## config.mk

```make
export PLATFORM = sky130hd
export DESIGN_NAME = unsigned_to_ascii_formatter
export DESIGN_NICKNAME = d
export VERILOG_FILES = /design/src/ufmt_pkg.sv /design/src/unsigned_to_ascii_formatter.sv
export VERILOG_INCLUDE_DIRS = /design/src /design/src/src
export SDC_FILE = /design/constraint.sdc
export NUM_CORES = 2
export LEC_CHECK = 0
export BUFFER_PORTS_ARGS = -buffer_cell sky130_fd_sc_hd__buf_2
export CAP_MARGIN = 40
export CORE_ASPECT_RATIO = 0.9
export CORE_MARGIN = 5
export CORE_UTILIZATION = 31
export CTS_CLUSTER_SIZE = 24
export DETAILED_ROUTE_END_ITERATION = 10
export PLACE_DENSITY = 0.43
export REMOVE_ABC_BUFFERS = 1
export SYNTH_ARGS = -nofsm -noshare
export SYNTH_HDL_FRONTEND = slang
export SYNTH_SLANG_ARGS = --single-unit
```

## constraint.sdc

```tcl
create_clock -name clk -period 7.76 [get_ports clk]
set_input_delay 0.776 -clock clk [delete_from_list [all_inputs] [get_ports clk]]
set_output_delay 0.776 -clock clk [all_outputs]
set_load 0.005 [all_outputs]
```

## src/assert_macros.svh

```systemverilog
// Assertion macros used by the formatter RTL.
`ifndef ASSERT_MACROS_SVH
`define ASSERT_MACROS_SVH

// Concurrent check on the rising clock edge, off while reset is asserted.
`define ASSERT_CLKD(label, prop, msg) \
	label: assert property (@(posedge clk) disable iff (!arst_n) (prop)) else $error(msg);

// Implication whose consequent is checked in the next cycle, same clock and reset.
`define ASSERT_NEXT(label, ante, cons, msg) \
	label: assert property (@(posedge clk) disable iff (!arst_n) (ante) |=> (cons)) \
		else $error(msg);

`endif

```

## src/ufmt_pkg.sv

```systemverilog
// Types, character codes and helper functions of the unsigned-to-ASCII formatter.
package ufmt_pkg;

	localparam int DigitDepth = 20;
	localparam int DigitIdxW  = 5;

	// modes carried in tuser
	localparam logic [1:0] FUNC_DEC   = 2'd0;
	localparam logic [1:0] FUNC_HEX_L = 2'd1;
	localparam logic [1:0] FUNC_HEX_U = 2'd2;
	localparam logic [1:0] FUNC_PTR   = 2'd3;

	// floor(x / 10) == (x * RECIP_TEN) >> RECIP_SHIFT for any 32-bit x
	localparam logic [31:0] RECIP_TEN   = 32'hCCCC_CCCD;
	localparam int          RECIP_SHIFT = 35;

	localparam logic [7:0] CHAR_ZERO    = 8'h30;
	localparam logic [7:0] CHAR_X_LOWER = 8'h78;
	localparam logic [7:0] ALPHA_LOWER  = 8'h57; // 'a' - 10
	localparam logic [7:0] ALPHA_UPPER  = 8'h37; // 'A' - 10

	typedef enum logic [5:0] {
		ST_IDLE   = 6'b000001,
		ST_NIL    = 6'b000010,
		ST_PREFIX = 6'b000100,
		ST_HEX    = 6'b001000,
		ST_MUL    = 6'b010000,
		ST_DIV    = 6'b100000
	} ext_state_t;

	typedef enum logic [1:0] {
		EM_IDLE  = 2'b01,
		EM_EMIT  = 2'b10
	} emit_state_t;

	function automatic logic [7:0] digit_char(input logic upper, input logic [3:0] d);
		logic [7:0] base;
		if (d < 4'd10) begin
			base = CHAR_ZERO;
		end else if (upper) begin
			base = ALPHA_UPPER;
		end else begin
			base = ALPHA_LOWER;
		end
		return base + {4'b0, d};
	endfunction

	function automatic logic [7:0] nil_char(input logic [2:0] idx);
		logic [7:0] c;
		unique case (idx)
			3'd0:    c = 8'h28; // (
			3'd1:    c = 8'h6E; // n
			3'd2:    c = 8'h69; // i
			3'd3:    c = 8'h6C; // l
			default: c = 8'h29; // )
		endcase
		return c;
	endfunction

endpackage

```

## src/unsigned_to_ascii_formatter.sv

```systemverilog
// Unsigned-to-ASCII formatter: one value in, its decimal or hex text out a character at a time.
//
// Each input transfer carries a mode in s_tuser (0 decimal, 1 lowercase hex, 2 uppercase hex,
// 3 pointer) and a value in s_tdata. The block sends the text most significant character first,
// one character per output transfer, with no leading zeros; zero prints as "0", a null pointer as
// "(nil)", any other pointer as "0x" plus lowercase hex of all 64 bits. Modes 0..2 use bits 31..0.
// m_tlast marks the final character. Timing: one item is in flight at a time and s_tready stays
// low until its last character has been loaded into the output register. Digits are peeled off
// least significant first by one shared extraction unit: hex by a nibble shift per digit,
// decimal by a 32x32 reciprocal multiply, then a quotient/remainder correction. A fetch from
// the digit store follows, then characters leave at one per cycle while the sink keeps
// m_tready high. The next item is accepted in the cycle after the last character is loaded,
// even if it still waits in the output register.
`include "assert_macros.svh"

module unsigned_to_ascii_formatter (
	input  logic        clk,
	input  logic        arst_n,
	// input stream
	input  logic        s_tvalid,
	output logic        s_tready,
	input  logic [63:0] s_tdata,  // [63:0] value
	input  logic [1:0]  s_tuser,  // [1:0] func
	// output stream
	output logic        m_tvalid,
	input  logic        m_tready,
	output logic [7:0]  m_tdata,  // [7:0] char_out
	output logic        m_tlast   // last character of the item
);

	localparam int IdxW = ufmt_pkg::DigitIdxW;

	// sequencer and working registers
	ufmt_pkg::ext_state_t  state_q;
	ufmt_pkg::emit_state_t emit_q;
	logic [1:0]            func_q;
	logic [63:0]           work_q;
	logic [63:0]           prod_q;
	logic [IdxW-1:0]       cnt_q;   // digits written so far
	logic [IdxW-1:0]       pos_q;   // digit being sent
	logic [2:0]            txt_q;   // index into "(nil)" / "0x"
	logic                  fetch_q; // digit store read in flight

	// digit store, least significant digit first
	logic [3:0]            dig_mem [ufmt_pkg::DigitDepth];
	logic [3:0]            rd_q;
	logic [IdxW-1:0]       rd_addr;
	logic                  dig_we;
	logic [3:0]            dig_wdata;

	// output register
	logic                  m_tvalid_q;
	logic [7:0]            m_tdata_q;
	logic                  m_tlast_q;

	logic                  in_xfer;
	logic                  out_free;
	logic                  ld;
	logic                  ld_last;
	logic [7:0]            ld_char;

	// decimal extraction datapath
	logic [28:0]           quo;
	logic [31:0]           quo_x10;
	logic [3:0]            rem;

	assign s_tready = (state_q == ufmt_pkg::ST_IDLE) && (emit_q == ufmt_pkg::EM_IDLE);
	assign in_xfer  = s_tvalid && s_tready;
	assign out_free = !m_tvalid_q || m_tready;

	assign quo     = prod_q[63:ufmt_pkg::RECIP_SHIFT];
	assign quo_x10 = {quo, 3'b000} + {2'b00, quo, 1'b0};
	assign rem     = work_q[3:0] - quo_x10[3:0];

	// what the extraction unit writes into the digit store this cycle
	always_comb begin
		dig_we    = 1'b0;
		dig_wdata = work_q[3:0];
		unique case (state_q)
			ufmt_pkg::ST_HEX: begin
				dig_we = 1'b1;
			end
			ufmt_pkg::ST_DIV: begin
				dig_we    = 1'b1;
				dig_wdata = rem;
			end
			default: begin
				dig_we = 1'b0;
			end
		endcase
	end

	// character loaded into the output register this cycle
	always_comb begin
		ld      = 1'b0;
		ld_last = 1'b0;
		ld_char = ufmt_pkg::CHAR_ZERO;
		if (out_free) begin
			priority if (state_q == ufmt_pkg::ST_NIL) begin
				ld      = 1'b1;
				ld_char = ufmt_pkg::nil_char(txt_q);
				ld_last = (txt_q == 3'd4);
			end else if (state_q == ufmt_pkg::ST_PREFIX) begin
				ld      = 1'b1;
				ld_char = (txt_q == 3'd0) ? ufmt_pkg::CHAR_ZERO : ufmt_pkg::CHAR_X_LOWER;
			end else if (emit_q == ufmt_pkg::EM_EMIT && !fetch_q) begin
				ld      = 1'b1;
				ld_char = ufmt_pkg::digit_char(func_q == ufmt_pkg::FUNC_HEX_U, rd_q);
				ld_last = (pos_q == '0);
			end else begin
				ld = 1'b0;
			end
		end
	end

	// read the next digit as the current one leaves
	assign rd_addr = (ld && emit_q == ufmt_pkg::EM_EMIT && pos_q != '0) ? pos_q - 1'b1 : pos_q;

	always_ff @(posedge clk) begin
		if (dig_we) begin
			dig_mem[cnt_q] <= dig_wdata;
		end
		rd_q <= dig_mem[rd_addr];
	end

	// extraction sequencer
	always_ff @(posedge clk or negedge arst_n) begin
		if (!arst_n) begin
			state_q <= ufmt_pkg::ST_IDLE;
			emit_q  <= ufmt_pkg::EM_IDLE;
			fetch_q <= 1'b0;
			func_q  <= ufmt_pkg::FUNC_DEC;
			work_q  <= '0;
			cnt_q   <= '0;
			pos_q   <= '0;
			txt_q   <= '0;
		end else begin
			fetch_q <= 1'b0;
			unique case (state_q)
				ufmt_pkg::ST_IDLE: begin
					if (in_xfer) begin
						func_q <= s_tuser;
						cnt_q  <= '0;
						txt_q  <= '0;
						if (s_tuser == ufmt_pkg::FUNC_PTR) begin
							work_q  <= s_tdata;
							state_q <= (s_tdata == '0) ? ufmt_pkg::ST_NIL : ufmt_pkg::ST_PREFIX;
						end else begin
							work_q  <= {32'b0, s_tdata[31:0]};
							state_q <= (s_tuser == ufmt_pkg::FUNC_DEC) ? ufmt_pkg::ST_MUL
							                                           : ufmt_pkg::ST_HEX;
						end
					end
				end
				ufmt_pkg::ST_NIL: begin
					if (ld) begin
						txt_q <= txt_q + 3'd1;
						if (ld_last) begin
							state_q <= ufmt_pkg::ST_IDLE;
						end
					end
				end
				ufmt_pkg::ST_PREFIX: begin
					if (ld) begin
						txt_q <= txt_q + 3'd1;
						if (txt_q != 3'd0) begin
							state_q <= ufmt_pkg::ST_HEX;
						end
					end
				end
				ufmt_pkg::ST_HEX: begin
					cnt_q  <= cnt_q + 1'b1;
					work_q <= {4'b0, work_q[63:4]};
					if (work_q[63:4] == '0) begin
						pos_q   <= cnt_q;
						fetch_q <= 1'b1;
						emit_q  <= ufmt_pkg::EM_EMIT;
						state_q <= ufmt_pkg::ST_IDLE;
					end
				end
				ufmt_pkg::ST_MUL: begin
					state_q <= ufmt_pkg::ST_DIV;
				end
				ufmt_pkg::ST_DIV: begin
					cnt_q  <= cnt_q + 1'b1;
					work_q <= {35'b0, quo};
					if (quo == '0) begin
						pos_q   <= cnt_q;
						fetch_q <= 1'b1;
						emit_q  <= ufmt_pkg::EM_EMIT;
						state_q <= ufmt_pkg::ST_IDLE;
					end else begin
						state_q <= ufmt_pkg::ST_MUL;
					end
				end
				default: begin
					state_q <= ufmt_pkg::ST_IDLE;
				end
			endcase

			// digit send-out, runs after extraction has finished
			if (emit_q == ufmt_pkg::EM_EMIT && ld) begin
				if (pos_q == '0) begin
					emit_q <= ufmt_pkg::EM_IDLE;
				end else begin
					pos_q <= pos_q - 1'b1;
				end
			end
		end
	end

	// reciprocal product, one register before the correction step
	always_ff @(posedge clk) begin
		prod_q <= work_q[31:0] * ufmt_pkg::RECIP_TEN;
	end

	// output register
	always_ff @(posedge clk or negedge arst_n) begin
		if (!arst_n) begin
			m_tvalid_q <= 1'b0;
		end else if (ld) begin
			m_tvalid_q <= 1'b1;
		end else if (m_tready) begin
			m_tvalid_q <= 1'b0;
		end
	end

	always_ff @(posedge clk) begin
		if (ld) begin
			m_tdata_q <= ld_char;
			m_tlast_q <= ld_last;
		end
	end

	assign m_tvalid = m_tvalid_q;
	assign m_tdata  = m_tdata_q;
	assign m_tlast  = m_tlast_q;

	// checks
	`ASSERT_CLKD(a_state_onehot, $onehot(state_q), "extraction state not one-hot")
	`ASSERT_CLKD(a_pos_range, (emit_q != ufmt_pkg::EM_EMIT) || (pos_q < cnt_q),
		"digit position beyond digits written")
	`ASSERT_NEXT(a_last_frees_input, ld && ld_last, s_tready,
		"input not ready after last character loaded")
	`ASSERT_NEXT(a_dec_start, in_xfer && s_tuser == ufmt_pkg::FUNC_DEC,
		state_q == ufmt_pkg::ST_MUL, "decimal item did not start extraction")

endmodule
```

==> impl_metrics.toml <==
[run_status]
status = "completed"

[synthesis]
syn_area_per_cell_um2 = 10.2
synth_ff_type = "edfxtp_1"
syn_area_um2 = 26200
ys_warn_count = 0
synth_top_cell_by_area = "fa_1"
syn_inst = 2554
synth_edf_count = 89
synth-seq-area-share_pct = 21.3
synth.area.top_cells = "fa_1 30%, ha_1 18%, edfxtp_1 10%"
async_flop_share_pct = 42.2
synthDistinctLibCells = 74
ys_ff_latch = 211
synth_top_area_share_pct = 29.5

[floorplan]
initial_core_util_pct = 31.1
die-area_um2 = 90300
fp-row-count = 101
die_y_um = 286
io_pins = 81
die_w_um = 316
core_area_um2 = 84000

[run]
cap_violations = 0

[setup_path]
r2r_slack_ns = 0.28
critPathRequiredTime_ns = 8.21
critical_path_class = "reg2reg"
critical_path_arrival_ns = 7.93
startpoint_type = "flip-flop"
worstReg2RegEnd = "prod_q[57]$_DFF_P_"
reg2reg_from = "work_q[22]$_DFFE_PN0P_"
endpoint_kind = "flip-flop"
cp_max_fo = 6
ff2ff_path_depth = 23

[timing]
fin_crit_sh_pct = 96.4
max_slew_margin_pct = 40.3
clock.fmax_mhz = 134
tns_ns = 0
setup_viol = 0
worstMarginPinSlew_ns = 0.895
clock-skew-final_ns = 0.0251
min_period_ns = 7.48
grt_setup_unrepaired = "false"
slew_violations = 0
final_hold_viol_count = 0

[clocking]
htree_num_levels = 1
clk_pin_slew_ns = 0.07
clk_latency_ns = 0.55
clockBufferDepth = 3
hold_buffers = 0
cts_sinks = 211
cts_tree = "yes"
root_buffer = "clkbuf_16"
cts_buffers = 23

[global_route]
grt_remaining_overflow = 0
grt_first_pass_wirelength_um = 129000
antenna_found_initial = 2
track_usage_pct = 19.1
grt_pass1_vias = 19850
grt_max_degree = 78

[detailed_routing]
vias = 18749
first_iter_violations = 1266
wl_um = 85900
routedWlPerCell_um = 22.2
drtPass1Iterations = 5
final_antenna_net_count = 0
drc = 0
via_per_inst = 4.85

[finish]
seqCellArea_um2 = 5570
fillers = 8590
antenna_cells = 0
syn_to_final_growth_pct = 12.5
drive_gt1_share_pct = 10.2
multi_input_comb_area_um2 = 18300
layout.nets = 3548

[placement]
hpwl_um = 75200
place_congestion = 0.911
port_buffers = 80

[worst_hold_path]
min_path_type = "in2async"
-- final cells by class --
class | count | area share (%)
Multi-Input combinational cell | 1714 | 62.1
Sequential cell | 211 | 18.9
Inverter | 569 | 7.25
Tap cell | 1133 | 4.82
Timing Repair Buffer | 193 | 4.36
Clock buffer | 35 | 2.35
Clock inverter | 7 | 0.204
-- how the worst max path moves through the flow --
stage / end / start / slack [ns] / cells past startpoint
after CTS: prod_q[61]$_DFF_P_ / work_q[13]$_DFFE_PN0P_ / 0.04 / 26
after floorplan: prod_q[61]$_DFF_P_ / work_q[18]$_DFFE_PN0P_ / 0.92 / 26
after global placement: prod_q[62]$_DFF_P_ / work_q[13]$_DFFE_PN0P_ / 0.1 / 27
final: prod_q[57]$_DFF_P_ / work_q[22]$_DFFE_PN0P_ / 0.28 / 23
after global routing: prod_q[62]$_DFF_P_ / work_q[15]$_DFFE_PN0P_ / 0.006 / 26
after detailed placement: prod_q[61]$_DFF_P_ / work_q[13]$_DFFE_PN0P_ / 0.12 / 26
-- synth_stat cells, types with 5 or more instances --
| cell type | number |
|---|---|
| xnor2_1 | 34 |
| a211oi_1 | 7 |
| buf_1 | 7 |
| nor4_1 | 31 |
| o211ai_1 | 6 |
| o21ai_0 | 44 |
| a32oi_1 | 5 |
| nand2_1 | 151 |
| fa_1 | 386 |
| nand2b_1 | 10 |
| o21bai_1 | 9 |
| a31oi_1 | 44 |
| dfrtp_1 | 87 |
| a21oi_1 | 100 |
| nor2b_1 | 16 |
| nor3_1 | 12 |
| and3_1 | 5 |
| xor2_1 | 52 |
| or2_2 | 5 |
| mux4_2 | 9 |
| a22oi_1 | 60 |
| dfxtp_1 | 33 |
| edfxtp_1 | 89 |
| nand4_1 | 32 |
| ha_1 | 380 |
| a21o_1 | 50 |
| clkbuf_1 | 47 |
| nand3_1 | 43 |
| and2_1 | 12 |
| nor2_1 | 134 |
| inv_1 | 569 |
-- layer usage --
layer | GRT usage (%) | part of all wire (%)
met1 | 27.8 | 47
met2 | 30.1 | 46
met3 | 3.76 | 5.5
met4 | 2.86 | 1.9
met5 | 0 | 0
-- sequential cells by signal (all words and copies together), names as in the netlist --
register  flops
pos_q         5
work_q       64
m_tlast       1
dig_mem      80
emit_q        2
m_tdata       8
fetch_q       1
prod_q       29
func_q        2
rd_q          4
state_q       6
m_tvalid      1
cnt_q         5
txt_q         3
-- timing repair --
item | CTS | global route
setup endpoints to repair | 0 | 13
gates resized for setup | 0 | 19
buffers inserted | 0 | 0
-- layout by cell type, fill, tap and decap left out, drive strengths merged, types with 16 or more instances in the layout --
| cell type | netlist | final |
|---|---|---|
| nand2 | 152 | 152 |
| fa | 386 | 386 |
| a21o | 50 | 50 |
| nand4 | 32 | 32 |
| nor4 | 31 | 31 |
| dfxtp | 33 | 33 |
| dfrtp | 87 | 87 |
| o21ai | 46 | 46 |
| ha | 380 | 380 |
| a21oi | 100 | 100 |
| xor2 | 52 | 52 |
| clkbuf | 47 | 35 |
| edfxtp | 89 | 89 |
| a31oi | 44 | 44 |
| nor2b | 16 | 16 |
| nor2 | 135 | 135 |
| nand3 | 43 | 43 |
| xnor2 | 34 | 34 |
| inv | 569 | 571 |
| buf | 13 | 193 |
| a22oi | 60 | 60 |
-- stage by stage --
stage / util, % / hold WS (ns) / worst slack, ns / instance area [um^2] / cells
6_report: 35.0 / 0.118 / 0.283 / 29400 / 3862
4_1_cts: 35.0 / 0.0875 / 0.0386 / 29400 / 3862
3_5_place_dp: 34.1 / 0.458 / 0.121 / 28600 / 3820
3_3_place_gp: 34.0 / 0.452 / 0.0982 / 28600 / 3814
2_1_floorplan: - / 0.441 / 0.922 / 25900 / 2494
5_1_grt: 35.0 / 0.106 / 0.00594 / 29400 / 3862
-- cell families (layout without fill, tap and decap cells) --
group / Yosys count / in the layout / synth area share (%)
buffers and inverters: 629 / 804 / 9.09
flip-flops: 211 / 211 / 21.3
adder cells (fa/ha/maj): 766 / 766 / 47.7
multiplexers: 16 / 16 / 1.23
other: 1 / 1 / 0.0143
XOR/XNOR: 86 / 86 / 2.88
AO/OA/AOI/OAI: 371 / 371 / 9.27
AND/OR/NAND/NOR: 474 / 474 / 8.55
-- worst max-delay path, stage by stage (launching register included) --
cell	delay, ns
dfrtp_1	0.49
ha_2	0.33
inv_1	0.15
fa_1	0.52
inv_1	0.05
fa_1	0.52
inv_1	0.08
fa_1	0.51
inv_1	0.08
fa_1	0.66
fa_1	0.47
fa_1	0.46
ha_1	0.29
ha_1	0.45
a21o_1	0.33
a21oi_1	0.18
nor2b_1	0.07
or4_1	0.44
a31o_2	0.26
a21o_1	0.20
nand2_1	0.17
nand3_1	0.18
a211oi_1	0.30
xnor2_1	0.16
Power is left out: the tool's default activity adds up to more than one toggle a clock period on the data nets, which glitch-free logic cannot reach.
